===== src/rtl/core/pesr_pkg.sv =====
`timescale 1ns / 1ps
// ----------------------------------------------------------------------------
// pesr_pkg
// Shared widths, register indexes, datapath opcodes and channel types of the
// polyline equal-step resampler.
// ----------------------------------------------------------------------------
package pesr_pkg;

  // coordinate and field widths
  localparam int CW        = 16;                      // signed Q11.4 coordinate
  localparam int IW        = 12;                      // step interval, Q8.4
  localparam int MAX_STEPS = 31;                      // step count ceiling
  localparam int STEP_W    = $clog2(MAX_STEPS + 1);   // step count / sample index
  localparam int DW        = CW + 1;                  // coordinate difference
  localparam int SQW       = 2 * DW;                  // squared length
  localparam int REM_W     = DW + 3;                  // root remainder
  localparam int QCW       = DW + IW + STEP_W;        // step quotient compare
  localparam int RW        = DW + 1;                  // doubled magnitude, ratio quotient
  localparam int DEN_W     = STEP_W + 1;              // doubled step count
  localparam int SV_W      = RW + 2;                  // unsaturated sample
  localparam int ITW       = $clog2(RW);              // iteration counter

  // configuration port
  localparam int CFG_IDX_W  = 2;
  localparam int CFG_DATA_W = CW;

  localparam logic [CFG_IDX_W-1:0] REG_STEP_INTERVAL = 2'd0;
  localparam logic [CFG_IDX_W-1:0] REG_CENTER_X      = 2'd1;
  localparam logic [CFG_IDX_W-1:0] REG_CENTER_Y      = 2'd2;

  localparam logic [IW-1:0] STEP_INTERVAL_RST = 12'd56;

  // datapath opcodes
  localparam int OP_W = 4;
  typedef logic [OP_W-1:0] op_t;

  localparam op_t OP_NONE    = 4'd0;
  localparam op_t OP_ACCEPT  = 4'd1;
  localparam op_t OP_DELTA   = 4'd2;
  localparam op_t OP_SQUARE  = 4'd3;
  localparam op_t OP_SUM     = 4'd4;
  localparam op_t OP_SQRT    = 4'd5;
  localparam op_t OP_QSETUP  = 4'd6;
  localparam op_t OP_QSTEP   = 4'd7;
  localparam op_t OP_PRESAVE = 4'd8;
  localparam op_t OP_RSETUP  = 4'd9;
  localparam op_t OP_RSTEP   = 4'd10;
  localparam op_t OP_LOAD    = 4'd11;
  localparam op_t OP_COMMIT  = 4'd12;

  typedef struct packed {
    logic signed [CW-1:0] vertex_x;
    logic signed [CW-1:0] vertex_y;
    logic                 starts_subpath;
    logic                 closes_subpath;
  } vertex_t;

  typedef struct packed {
    logic signed [CW-1:0] sample_x;
    logic signed [CW-1:0] sample_y;
    logic                 last_of_run;
  } sample_t;

  typedef struct packed {
    op_t  op;
    logic seg_close;
  } cmd_t;

  typedef struct packed {
    logic closes;
    logic steps_zero;
    logic more;
  } stat_t;

endpackage


===== src/rtl/core/pesr_if.sv =====
`timescale 1ns / 1ps
// ----------------------------------------------------------------------------
// pesr channel interfaces
// Valid/ready channels for vertex requests and sample results.
// ----------------------------------------------------------------------------
interface pesr_vertex_if;
  logic              valid;
  logic              ready;
  pesr_pkg::vertex_t data;

  modport source (output valid, output data, input ready);
  modport sink   (input valid, input data, output ready);
endinterface

interface pesr_sample_if;
  logic              valid;
  logic              ready;
  pesr_pkg::sample_t data;

  modport source (output valid, output data, input ready);
  modport sink   (input valid, input data, output ready);
endinterface


===== src/rtl/core/pesr_ctrl.sv =====
`timescale 1ns / 1ps
// ----------------------------------------------------------------------------
// pesr_ctrl
// Sequencer: walks each segment through delta, square, root, step quotient,
// ratio division and sample emission, and drives the result valid.
// ----------------------------------------------------------------------------
module pesr_ctrl (
  input  logic            clk,
  input  logic            rst_n,
  input  logic            in_valid,
  input  logic            in_starts,
  input  logic            in_closes,
  output logic            in_ready,
  input  logic            out_ready,
  output logic            out_valid,
  input  pesr_pkg::stat_t stat,
  output pesr_pkg::cmd_t  cmd
);

  localparam logic [3:0] S_IDLE   = 4'd0;
  localparam logic [3:0] S_DELTA  = 4'd1;
  localparam logic [3:0] S_SQUARE = 4'd2;
  localparam logic [3:0] S_SUM    = 4'd3;
  localparam logic [3:0] S_SQRT   = 4'd4;
  localparam logic [3:0] S_QSETUP = 4'd5;
  localparam logic [3:0] S_QDIV   = 4'd6;
  localparam logic [3:0] S_CHECK  = 4'd7;
  localparam logic [3:0] S_RSETUP = 4'd8;
  localparam logic [3:0] S_RDIV   = 4'd9;
  localparam logic [3:0] S_LOAD   = 4'd10;
  localparam logic [3:0] S_EMIT   = 4'd11;

  // pre: step count of the closing line, ahead of the line itself
  localparam logic [1:0] PH_PRE   = 2'd0;
  localparam logic [1:0] PH_LINE  = 2'd1;
  localparam logic [1:0] PH_CLOSE = 2'd2;

  logic [3:0]                 state_r, state_nxt;
  logic [1:0]                 phase_r, phase_nxt;
  logic [pesr_pkg::ITW-1:0]   it_r, it_nxt;
  logic                       out_valid_r, out_valid_nxt;
  pesr_pkg::op_t              op;

  always_comb begin
    state_nxt     = state_r;
    phase_nxt     = phase_r;
    it_nxt        = it_r;
    out_valid_nxt = out_valid_r;
    op            = pesr_pkg::OP_NONE;
    case (state_r)
      S_IDLE: begin
        if (in_valid) begin
          op = pesr_pkg::OP_ACCEPT;
          if (!in_starts) begin
            state_nxt = S_DELTA;
            phase_nxt = in_closes ? PH_PRE : PH_LINE;
          end
        end
      end
      S_DELTA: begin
        op        = pesr_pkg::OP_DELTA;
        state_nxt = S_SQUARE;
      end
      S_SQUARE: begin
        op        = pesr_pkg::OP_SQUARE;
        state_nxt = S_SUM;
      end
      S_SUM: begin
        op        = pesr_pkg::OP_SUM;
        it_nxt    = '0;
        state_nxt = S_SQRT;
      end
      S_SQRT: begin
        op = pesr_pkg::OP_SQRT;
        if (it_r == pesr_pkg::ITW'(pesr_pkg::DW - 1)) begin
          it_nxt    = '0;
          state_nxt = S_QSETUP;
        end else begin
          it_nxt = it_r + 1'b1;
        end
      end
      S_QSETUP: begin
        op        = pesr_pkg::OP_QSETUP;
        it_nxt    = '0;
        state_nxt = S_QDIV;
      end
      S_QDIV: begin
        op = pesr_pkg::OP_QSTEP;
        if (it_r == pesr_pkg::ITW'(pesr_pkg::STEP_W - 1)) begin
          it_nxt    = '0;
          state_nxt = S_CHECK;
        end else begin
          it_nxt = it_r + 1'b1;
        end
      end
      S_CHECK: begin
        if (phase_r == PH_PRE) begin
          op        = pesr_pkg::OP_PRESAVE;
          phase_nxt = PH_LINE;
          state_nxt = S_DELTA;
        end else if (stat.steps_zero) begin
          op = pesr_pkg::OP_COMMIT;
          if (phase_r == PH_LINE && stat.closes) begin
            phase_nxt = PH_CLOSE;
            state_nxt = S_DELTA;
          end else begin
            state_nxt = S_IDLE;
          end
        end else begin
          state_nxt = S_RSETUP;
        end
      end
      S_RSETUP: begin
        op        = pesr_pkg::OP_RSETUP;
        it_nxt    = '0;
        state_nxt = S_RDIV;
      end
      S_RDIV: begin
        op = pesr_pkg::OP_RSTEP;
        if (it_r == pesr_pkg::ITW'(pesr_pkg::RW - 1)) begin
          it_nxt    = '0;
          state_nxt = S_LOAD;
        end else begin
          it_nxt = it_r + 1'b1;
        end
      end
      S_LOAD: begin
        op            = pesr_pkg::OP_LOAD;
        out_valid_nxt = 1'b1;
        state_nxt     = S_EMIT;
      end
      S_EMIT: begin
        if (out_ready) begin
          if (stat.more) begin
            op = pesr_pkg::OP_LOAD;
          end else begin
            op            = pesr_pkg::OP_COMMIT;
            out_valid_nxt = 1'b0;
            if (phase_r == PH_LINE && stat.closes) begin
              phase_nxt = PH_CLOSE;
              state_nxt = S_DELTA;
            end else begin
              state_nxt = S_IDLE;
            end
          end
        end
      end
      default: begin
        state_nxt     = S_IDLE;
        out_valid_nxt = 1'b0;
      end
    endcase
  end

  always_ff @(posedge clk) begin
    if (!rst_n) begin
      state_r     <= S_IDLE;
      phase_r     <= PH_LINE;
      it_r        <= '0;
      out_valid_r <= 1'b0;
    end else begin
      state_r     <= state_nxt;
      phase_r     <= phase_nxt;
      it_r        <= it_nxt;
      out_valid_r <= out_valid_nxt;
    end
  end

  assign in_ready      = (state_r == S_IDLE);
  assign out_valid     = out_valid_r;
  assign cmd.op        = op;
  assign cmd.seg_close = (phase_r != PH_LINE);

endmodule


===== src/rtl/core/pesr_dpath.sv =====
`timescale 1ns / 1ps
// ----------------------------------------------------------------------------
// pesr_dpath
// Pen state, configuration registers, x and y squarers, bitwise root, step
// quotient, ratio divider and the incremental interpolator with output stage.
// ----------------------------------------------------------------------------
module pesr_dpath (
  input  logic                                clk,
  input  logic                                rst_n,
  input  pesr_pkg::cmd_t                      cmd,
  output pesr_pkg::stat_t                     stat,
  input  pesr_pkg::vertex_t                   in_data,
  input  logic                                cfg_we,
  input  logic [pesr_pkg::CFG_IDX_W-1:0]      cfg_index,
  input  logic [pesr_pkg::CFG_DATA_W-1:0]     cfg_data,
  output pesr_pkg::sample_t                   out_data
);

  localparam int CW    = pesr_pkg::CW;
  localparam int DW    = pesr_pkg::DW;
  localparam int SQW   = pesr_pkg::SQW;
  localparam int REM_W = pesr_pkg::REM_W;
  localparam int QCW   = pesr_pkg::QCW;
  localparam int RW    = pesr_pkg::RW;
  localparam int DEN_W = pesr_pkg::DEN_W;
  localparam int SW    = pesr_pkg::STEP_W;
  localparam int SV_W  = pesr_pkg::SV_W;

  // configuration
  logic [pesr_pkg::IW-1:0] interval_r;
  logic signed [CW-1:0]    center_x_r, center_y_r;

  // pen state
  logic signed [CW-1:0] prev_x_r, prev_y_r, start_x_r, start_y_r;
  logic signed [CW-1:0] vx_r, vy_r;
  logic                 closes_r, close_nz_r;

  // length and step count
  logic signed [DW-1:0] dx_r, dy_r;
  logic [SQW-1:0]       sqx_r, sqy_r, rad_r;
  logic [REM_W-1:0]     srem_r;
  logic [DW-1:0]        root_r;
  logic                 qact_r;
  logic [DW-1:0]        qrem_r;
  logic [QCW-1:0]       qdv_r;
  logic [SW-1:0]        steps_r, cnt_r;

  // ratio division and interpolation
  logic [DEN_W-1:0]     den_r;
  logic [RW-1:0]        nx_r, ny_r;
  logic [DEN_W-1:0]     rx_r, ry_r;
  logic                 negx_r, negy_r;
  logic [RW-1:0]        accx_r, accy_r;
  logic [DEN_W-1:0]     raccx_r, raccy_r;
  pesr_pkg::sample_t    out_r;

  // segment endpoints
  logic signed [CW-1:0] org_x, org_y, tgt_x, tgt_y;
  assign org_x = cmd.seg_close ? vx_r : prev_x_r;
  assign org_y = cmd.seg_close ? vy_r : prev_y_r;
  assign tgt_x = cmd.seg_close ? start_x_r : vx_r;
  assign tgt_y = cmd.seg_close ? start_y_r : vy_r;

  // squares
  logic signed [SQW-1:0] psx, psy;
  assign psx = dx_r * dx_r;
  assign psy = dy_r * dy_r;

  // root step
  logic [REM_W-1:0] srem_sh, trial;
  logic             sge;
  assign srem_sh = {srem_r[REM_W-3:0], rad_r[SQW-1:SQW-2]};
  assign trial   = REM_W'({root_r, 2'b01});
  assign sge     = (srem_sh >= trial);

  // step quotient
  logic [QCW-1:0] lim, lenx, qremx;
  logic           qge;
  assign lim   = QCW'(pesr_pkg::MAX_STEPS) * QCW'(interval_r);
  assign lenx  = QCW'(root_r);
  assign qremx = QCW'(qrem_r);
  assign qge   = (qremx >= qdv_r);

  // ratio division step
  logic [DEN_W:0] tx, ty, denx;
  logic           rgx, rgy;
  assign denx = {1'b0, den_r};
  assign tx   = {rx_r, nx_r[RW-1]};
  assign ty   = {ry_r, ny_r[RW-1]};
  assign rgx  = (tx >= denx);
  assign rgy  = (ty >= denx);

  // interpolation advance
  logic [DEN_W:0] rsx, rsy;
  logic           agx, agy;
  assign rsx = {1'b0, raccx_r} + {1'b0, rx_r};
  assign rsy = {1'b0, raccy_r} + {1'b0, ry_r};
  assign agx = (rsx >= denx);
  assign agy = (rsy >= denx);

  logic [DW-1:0] absx, absy;
  assign absx = dx_r[DW-1] ? DW'(-dx_r) : DW'(dx_r);
  assign absy = dy_r[DW-1] ? DW'(-dy_r) : DW'(dy_r);

  function automatic logic signed [CW-1:0] sat_coord(input logic signed [SV_W-1:0] v);
    logic signed [SV_W-1:0] hi, lo;
    hi = SV_W'({1'b0, {(CW-1){1'b1}}});
    lo = -hi - SV_W'(1);
    if (v > hi)      sat_coord = {1'b0, {(CW-1){1'b1}}};
    else if (v < lo) sat_coord = {1'b1, {(CW-1){1'b0}}};
    else             sat_coord = v[CW-1:0];
  endfunction

  function automatic logic signed [CW-1:0] sample_of(
    input logic signed [CW-1:0] org,
    input logic [RW-1:0]        acc,
    input logic                 neg,
    input logic signed [CW-1:0] ctr
  );
    logic signed [SV_W-1:0] off, v;
    off = signed'(SV_W'(acc));
    if (neg) off = -off;
    v = SV_W'(org) + off - SV_W'(ctr);
    sample_of = sat_coord(v);
  endfunction

  logic last_flag;
  assign last_flag = ((DEN_W'(cnt_r) + DEN_W'(1)) == DEN_W'(steps_r))
                     && (cmd.seg_close || !close_nz_r);

  // state with reset values
  always_ff @(posedge clk) begin
    if (!rst_n) begin
      interval_r <= pesr_pkg::STEP_INTERVAL_RST;
      center_x_r <= '0;
      center_y_r <= '0;
      prev_x_r   <= '0;
      prev_y_r   <= '0;
      start_x_r  <= '0;
      start_y_r  <= '0;
      closes_r   <= 1'b0;
      close_nz_r <= 1'b0;
      qact_r     <= 1'b0;
    end else begin
      if (cfg_we) begin
        case (cfg_index)
          pesr_pkg::REG_STEP_INTERVAL: interval_r <= cfg_data[pesr_pkg::IW-1:0];
          pesr_pkg::REG_CENTER_X:      center_x_r <= cfg_data;
          pesr_pkg::REG_CENTER_Y:      center_y_r <= cfg_data;
          default: ;
        endcase
      end
      case (cmd.op)
        pesr_pkg::OP_ACCEPT: begin
          closes_r   <= in_data.closes_subpath;
          close_nz_r <= 1'b0;
          if (in_data.starts_subpath) begin
            prev_x_r  <= in_data.vertex_x;
            prev_y_r  <= in_data.vertex_y;
            start_x_r <= in_data.vertex_x;
            start_y_r <= in_data.vertex_y;
          end
        end
        pesr_pkg::OP_QSETUP: begin
          qact_r <= (root_r != '0) && (interval_r != '0) && (lenx < lim);
        end
        pesr_pkg::OP_PRESAVE: close_nz_r <= (steps_r != '0);
        pesr_pkg::OP_COMMIT: begin
          prev_x_r <= tgt_x;
          prev_y_r <= tgt_y;
        end
        default: ;
      endcase
    end
  end

  // working registers
  always_ff @(posedge clk) begin
    case (cmd.op)
      pesr_pkg::OP_ACCEPT: begin
        vx_r <= in_data.vertex_x;
        vy_r <= in_data.vertex_y;
      end
      pesr_pkg::OP_DELTA: begin
        dx_r <= DW'(tgt_x) - DW'(org_x);
        dy_r <= DW'(tgt_y) - DW'(org_y);
      end
      pesr_pkg::OP_SQUARE: begin
        sqx_r <= unsigned'(psx);
        sqy_r <= unsigned'(psy);
      end
      pesr_pkg::OP_SUM: begin
        rad_r  <= sqx_r + sqy_r;
        srem_r <= '0;
        root_r <= '0;
      end
      pesr_pkg::OP_SQRT: begin
        rad_r  <= {rad_r[SQW-3:0], 2'b00};
        srem_r <= sge ? (srem_sh - trial) : srem_sh;
        root_r <= {root_r[DW-2:0], sge};
      end
      pesr_pkg::OP_QSETUP: begin
        qrem_r <= root_r;
        qdv_r  <= QCW'(interval_r) << (SW - 1);
        if (root_r == '0) steps_r <= '0;
        else if (interval_r == '0 || lenx >= lim) steps_r <= SW'(pesr_pkg::MAX_STEPS);
        else steps_r <= '0;
      end
      pesr_pkg::OP_QSTEP: begin
        if (qact_r) begin
          qrem_r  <= qge ? DW'(qremx - qdv_r) : qrem_r;
          steps_r <= SW'({steps_r, qge});
          qdv_r   <= qdv_r >> 1;
        end
      end
      pesr_pkg::OP_RSETUP: begin
        nx_r    <= {absx, 1'b0};
        ny_r    <= {absy, 1'b0};
        rx_r    <= '0;
        ry_r    <= '0;
        den_r   <= {steps_r, 1'b0};
        negx_r  <= dx_r[DW-1];
        negy_r  <= dy_r[DW-1];
        accx_r  <= '0;
        accy_r  <= '0;
        raccx_r <= DEN_W'(steps_r);
        raccy_r <= DEN_W'(steps_r);
        cnt_r   <= '0;
      end
      pesr_pkg::OP_RSTEP: begin
        rx_r <= rgx ? DEN_W'(tx - denx) : DEN_W'(tx);
        ry_r <= rgy ? DEN_W'(ty - denx) : DEN_W'(ty);
        nx_r <= {nx_r[RW-2:0], rgx};
        ny_r <= {ny_r[RW-2:0], rgy};
      end
      pesr_pkg::OP_LOAD: begin
        out_r.sample_x    <= sample_of(org_x, accx_r, negx_r, center_x_r);
        out_r.sample_y    <= sample_of(org_y, accy_r, negy_r, center_y_r);
        out_r.last_of_run <= last_flag;
        cnt_r             <= cnt_r + 1'b1;
        raccx_r <= agx ? DEN_W'(rsx - denx) : DEN_W'(rsx);
        raccy_r <= agy ? DEN_W'(rsy - denx) : DEN_W'(rsy);
        accx_r  <= accx_r + nx_r + RW'(agx);
        accy_r  <= accy_r + ny_r + RW'(agy);
      end
      default: ;
    endcase
  end

  assign stat.closes     = closes_r;
  assign stat.steps_zero = (steps_r == '0);
  assign stat.more       = (cnt_r != steps_r);
  assign out_data        = out_r;

endmodule


===== src/rtl/core/polyline_equal_step_resampler.sv =====
`timescale 1ns / 1ps
// a line's first sample follows its vertex request through delta, square, sum,
//   17-step root, 5-step step quotient and 18-step ratio divide; when the vertex
//   also closes, the closing step count is found first
// one sample per cycle while emitting and the consumer is ready; a segment with no
//   samples skips the ratio divide, and no new vertex request is taken until it ends
// a start vertex only moves the pen; reset restores interval 56, center 0 and pen 0
// ----------------------------------------------------------------------------
// polyline_equal_step_resampler
// Cuts each drawn line of an outline into equal steps of a configured length
// and streams the interpolated points, offset by a configured center.
// ----------------------------------------------------------------------------
module polyline_equal_step_resampler (
  input  logic                            clk,
  input  logic                            rst_n,
  pesr_vertex_if.sink                     in_vtx,
  pesr_sample_if.source                   out_smp,
  input  logic                            cfg_we,
  input  logic [pesr_pkg::CFG_IDX_W-1:0]  cfg_index,
  input  logic [pesr_pkg::CFG_DATA_W-1:0] cfg_data
);

  // command and status between the sequencer and the datapath
  pesr_pkg::cmd_t  cmd;
  pesr_pkg::stat_t stat;

  // the sequencer takes one vertex request at a time; the sample register in
  // the datapath holds a result while the consumer stalls
  pesr_ctrl u_ctrl (
    .clk       (clk),
    .rst_n     (rst_n),
    .in_valid  (in_vtx.valid),
    .in_starts (in_vtx.data.starts_subpath),
    .in_closes (in_vtx.data.closes_subpath),
    .in_ready  (in_vtx.ready),
    .out_ready (out_smp.ready),
    .out_valid (out_smp.valid),
    .stat      (stat),
    .cmd       (cmd)
  );

  // length by bitwise root, step count by short restoring quotient, then
  // a per-segment divide of the doubled delta by twice the step count feeds
  // a quotient/remainder accumulator giving rounded offsets each unstalled cycle
  pesr_dpath u_dpath (
    .clk       (clk),
    .rst_n     (rst_n),
    .cmd       (cmd),
    .stat      (stat),
    .in_data   (in_vtx.data),
    .cfg_we    (cfg_we),
    .cfg_index (cfg_index),
    .cfg_data  (cfg_data),
    .out_data  (out_smp.data)
  );

endmodule


===== src/flat_wrapper.sv =====
// flat-port wrapper written by rule: the top's interface ports become plain ports
module polyline_equal_step_resampler_flat 
  (clk, rst_n, cfg_we, cfg_index, cfg_data, in_vtx_valid, in_vtx_data, in_vtx_ready, out_smp_valid, out_smp_data, out_smp_ready);
  pesr_vertex_if in_vtx_i ();
  pesr_sample_if out_smp_i ();
  input  logic clk;
  input  logic rst_n;
  input  logic cfg_we;
  input  logic [pesr_pkg::CFG_IDX_W-1:0] cfg_index;
  input  logic [pesr_pkg::CFG_DATA_W-1:0] cfg_data;
  input wire logic [$bits(in_vtx_i.valid)-1:0] in_vtx_valid;
  input wire logic [$bits(in_vtx_i.data)-1:0] in_vtx_data;
  output wire logic [$bits(in_vtx_i.ready)-1:0] in_vtx_ready;
  output wire logic [$bits(out_smp_i.valid)-1:0] out_smp_valid;
  output wire logic [$bits(out_smp_i.data)-1:0] out_smp_data;
  input wire logic [$bits(out_smp_i.ready)-1:0] out_smp_ready;
  assign in_vtx_i.valid = in_vtx_valid;
  assign in_vtx_i.data = in_vtx_data;
  assign in_vtx_ready = in_vtx_i.ready;
  assign out_smp_valid = out_smp_i.valid;
  assign out_smp_data = out_smp_i.data;
  assign out_smp_i.ready = out_smp_ready;
  polyline_equal_step_resampler u_core (.clk(clk), .rst_n(rst_n), .in_vtx(in_vtx_i), .out_smp(out_smp_i), .cfg_we(cfg_we), .cfg_index(cfg_index), .cfg_data(cfg_data));
endmodule

===== config.mk =====
export PLATFORM = sky130hd
export DESIGN_NAME = polyline_equal_step_resampler_flat
export DESIGN_NICKNAME = d
export VERILOG_FILES = /design/src/rtl/core/pesr_pkg.sv /design/src/rtl/core/pesr_if.sv /design/src/rtl/core/pesr_ctrl.sv /design/src/rtl/core/pesr_dpath.sv /design/src/rtl/core/polyline_equal_step_resampler.sv /design/src/flat_wrapper.sv
export SDC_FILE = /design/constraint.sdc
export NUM_CORES = 2
export LEC_CHECK = 0
export ABC_AREA = 1
export BUFFER_PORTS_ARGS = -buffer_cell sky130_fd_sc_hd__buf_4
export CORE_MARGIN = 3
export CORE_UTILIZATION = 27
export CTS_CLUSTER_DIAMETER = 40
export DETAILED_ROUTE_END_ITERATION = 8
export SLEW_MARGIN = 20
export SYNTH_ARGS = -nofsm -noshare
export SYNTH_HDL_FRONTEND = slang
export SYNTH_SLANG_ARGS = --single-unit

===== constraint.sdc =====
create_clock -name clk -period 8.3 [get_ports clk]
set_input_delay 0.415 -clock clk [delete_from_list [all_inputs] [get_ports clk]]
set_output_delay 0.415 -clock clk [all_outputs]
set_load 0.05 [all_outputs]

==> impl_metrics.csv <==
group,metric,value,unit
logic_synthesis,synth.avg_cell_area,8.30,um^2
routing,routedWlPerCell,15.8,um
grt,grt_first_pass_wirelength,237,mm
setup_path,critical_path.startpoint,"u_core.u_dpath.dy_r[13]",
sta,fin_tns_setup,0,ns
grt,grt_pass1_vias,43807,
run_status,status,"finished clean",
placement,place_inst,9169,
setup_path,timing.rr.start,"u_core.u_dpath.dy_r[13]",
floorplanning,fp.dieW,455,um
logic_synthesis,synth_warnings,0,
logic_synthesis,synth_most_common_cell,"inv_1",
grt,grt_antenna_before_repair,4,
clock_tree,cts.sinks,503,
logic_synthesis,synth_top_family_by_area,"adder cells",
sta,worstMarginPinSlew,1.01,ns
grt,grt_max_degree,91,
placement,io_buffers,91,
sta,setup_viol,0,
logic_synthesis,synth-seq-area-share,25.5,%
logic_synthesis,synth_edf_count,380,
layout,diodes,0,
clock_tree,cts_buffers,96,
sta,period_share,83.1,%
routing,drtAntennaViolNets,0,
logic_synthesis,synthXorXnorAreaFrac,4.70,%
sta,max_freq,145,MHz
logic_synthesis,syn_area,0.0544,mm^2
clock_tree,post_cts_resized,0,
layout,final_cells,9391,
placement,dp_slack,1.47,ns
grt,overflow,0,
sta,finalClockSkew,0.0404,ns
setup_path,cp_slowest_cell,"edfxtp_1",
clock_tree,worstSkewPairLatency,0.72,ns
logic_synthesis,synthMuxAreaShare,0.0368,%
min_path,holdCritPathClass,"input pin to register",
routing,drtIter0Drc,2723,
floorplanning,row_count,164,
placement,place.gp.congestion,0.877,
sta,min_period,6.90,ns
setup_path,end_kind,"register",
routing,drc,0,
floorplanning,start_util,27.2,%
clock_tree,htree_num_levels,3,
layout,nets,7766,
floorplanning,die_h,455,um
clock_tree,clk_pin_slew_worst_paths,0.05,ns
logic_synthesis,synth_top_cell_by_area,"fa_1",
sta,slew_headroom,32.5,%
logic_synthesis,synthAdderAreaFrac,33.0,%
routing,firstDrtPassIters,6,
routing,num_vias,42888,
logic_synthesis,synth_cells,6552,
layout,fill_cells,21292,
logic_synthesis,synth_compound_area_share,9.50,%
flow_run,drv_cap,0,
logic_synthesis,synth_top_area_share,23.0,%
setup_path,worstPathArrival,7.37,ns
sta,rsz0062_at_grt,"no",
logic_synthesis,synthSimpleGateAreaFrac,16.3,%
grt,grt_use_total,14.4,%
setup_path,crit_fanout,20,
setup_path,crit_family,"adder cells",
sta,final_hold_viol_count,0,
floorplanning,ios,92,
setup_path,path_cells,"nand2_1, fa_1, inv_1, fa_1, inv_1, fa_1, inv_1, fa_1, fa_1, inv_1, fa_1, inv_1, ha_1, nand2_1, nor2_1, inv_1, nor3_1, a21oi_1, o21ai_0, xor2_1",
min_path,hp-start,"cfg_data[8]",
setup_path,worst_setup_path_start_kind,"register",
logic_synthesis,ys_top_cells_by_area,"fa_1 (23%), edfxtp_1 (21%), ha_1 (10%)",
clock_tree,cts_root_buf,"clkbuf_16",
logic_synthesis,async_flop_share,0,%
clock_tree,cts_tree,"done",
placement,post-dp-hpwl,121,mm
layout,drive_gt1_share,5.42,%
setup_path,critPathBufInv,6,
logic_synthesis,ys.flop_type,"edfxtp_1",
logic_synthesis,ys_seq_elements,503,
setup_path,required,8.77,ns
floorplanning,coreArea,0.200,mm^2
floorplanning,die_area,0.207,mm^2
setup_path,critPathMaxStageDelay,0.93,ns
sta,report.final.slew_viol_count,0,
sta,worst_slack,1.40,ns
setup_path,critPathKind,"register to register",
clock_tree,clockBufferDepth,3,
routing,drt-total-wl,149,mm
routing,via_per_inst,4.57,
logic_synthesis,synthTopCellsByCount,"inv_1 (1411), nand2_1 (1297), fa_1 (624)",
logic_synthesis,synth_cell_types,52,
layout,syn_to_final_growth,13.7,%
logic_synthesis,synth_nets,7667,
## flip-flops by register name, summed over array words and instances, names as in the netlist, 18 cells and up
| register | flops |
|---|---|
| u_core.u_dpath.accx_r | 18 |
| u_core.u_dpath.accy_r | 18 |
| u_core.u_dpath.nx_r | 18 |
| u_core.u_dpath.ny_r | 18 |
| u_core.u_dpath.out_data | 33 |
| u_core.u_dpath.rad_r | 34 |
| u_core.u_dpath.sqx_r | 33 |
| u_core.u_dpath.sqy_r | 33 |
| u_core.u_dpath.srem_r | 18 |
## per-stage QoR
stage          utilization (%)  hold slack (ns)  instance area (um^2)
2_1_floorplan                -            0.424                 54400
3_3_place_gp              29.0            0.445                 58000
3_5_place_dp              29.0            0.455                 58000
4_1_cts                   30.9          0.00384                 61800
5_1_grt                   30.9           0.0434                 61800
6_report                  30.9           0.0643                 61800
## routing by layer
| layer | track usage, % | share of wire (%) |
|---|---|---|
| met4 | 3.95 | 2.3 |
| met2 | 24.4 | 49 |
| met1 | 19.3 | 45 |
| met5 | 0 | 0.0087 |
| met3 | 1.67 | 4.2 |
## worst min-delay path: stages
cell and delay (ns):
buf_4 0.14, o21ai_0 0.09, nor2_1 0.08
## path summary, 6_finish.rpt
kind	depth (start not counted)	to	slack (ns)
setup / recovery	20	u_core.u_dpath.sqy_r[23]	1.40
hold / removal	3	u_core.u_dpath.center_x_r[8]	0.06
setup reg to reg	20	u_core.u_dpath.sqy_r[23]	1.40
hold reg to reg	2	u_core.u_dpath.closes_r	0.46
## timing repair
action	CTS	global route
setup endpoints to repair	0	0
endpoints found under the hold margin	75	0
hold buffers	40	0
setup buffers	0	0
## layout make-up
cell class,count,area [um^2],area share [%]
inverter,1418,5320,8.61
timing repair buffer,164,1340,2.17
clock buffer,102,2440,3.95
clock inverter,80,932,1.51
tap,2656,3320,5.38
multi-input combinational,4468,34600,55.9
sequential,503,13900,22.4
## cells by family after synthesis
group / count (synthesis)
AO/OA/AOI/OAI: 953
XOR/XNOR: 292
adder cells (fa/ha/maj): 1058
buffers and inverters: 1581
flip-flops: 503
multiplexers: 2
AND/OR/NAND/NOR: 2163
## cell usage in the layout (no fill, tap or decap), drive strengths merged, types with 5 or more instances in the layout
cell	count
ha	434
a31oi	31
o211ai	19
dlygate4sd3	40
fa	624
buf	124
bufinv	5
clkbuf	102
a21o	17
nand3	227
nand2	1301
a21oi	454
nor4	12
o31ai	22
o21a	10
nor3	54
inv	1457
dfxtp	123
a21boi	11
xor2	173
nor2	454
nand4	53
o2111ai	5
clkinv	29
edfxtp	380
nand3b	12
o21ai	340
or2	35
and2	5
nor3b	7
xnor2	119
a211oi	9
clkinvlp	7
o21bai	27
Power is not shown: default switching activity piles up to over one toggle a cycle in this logic, so the estimate is an artifact.
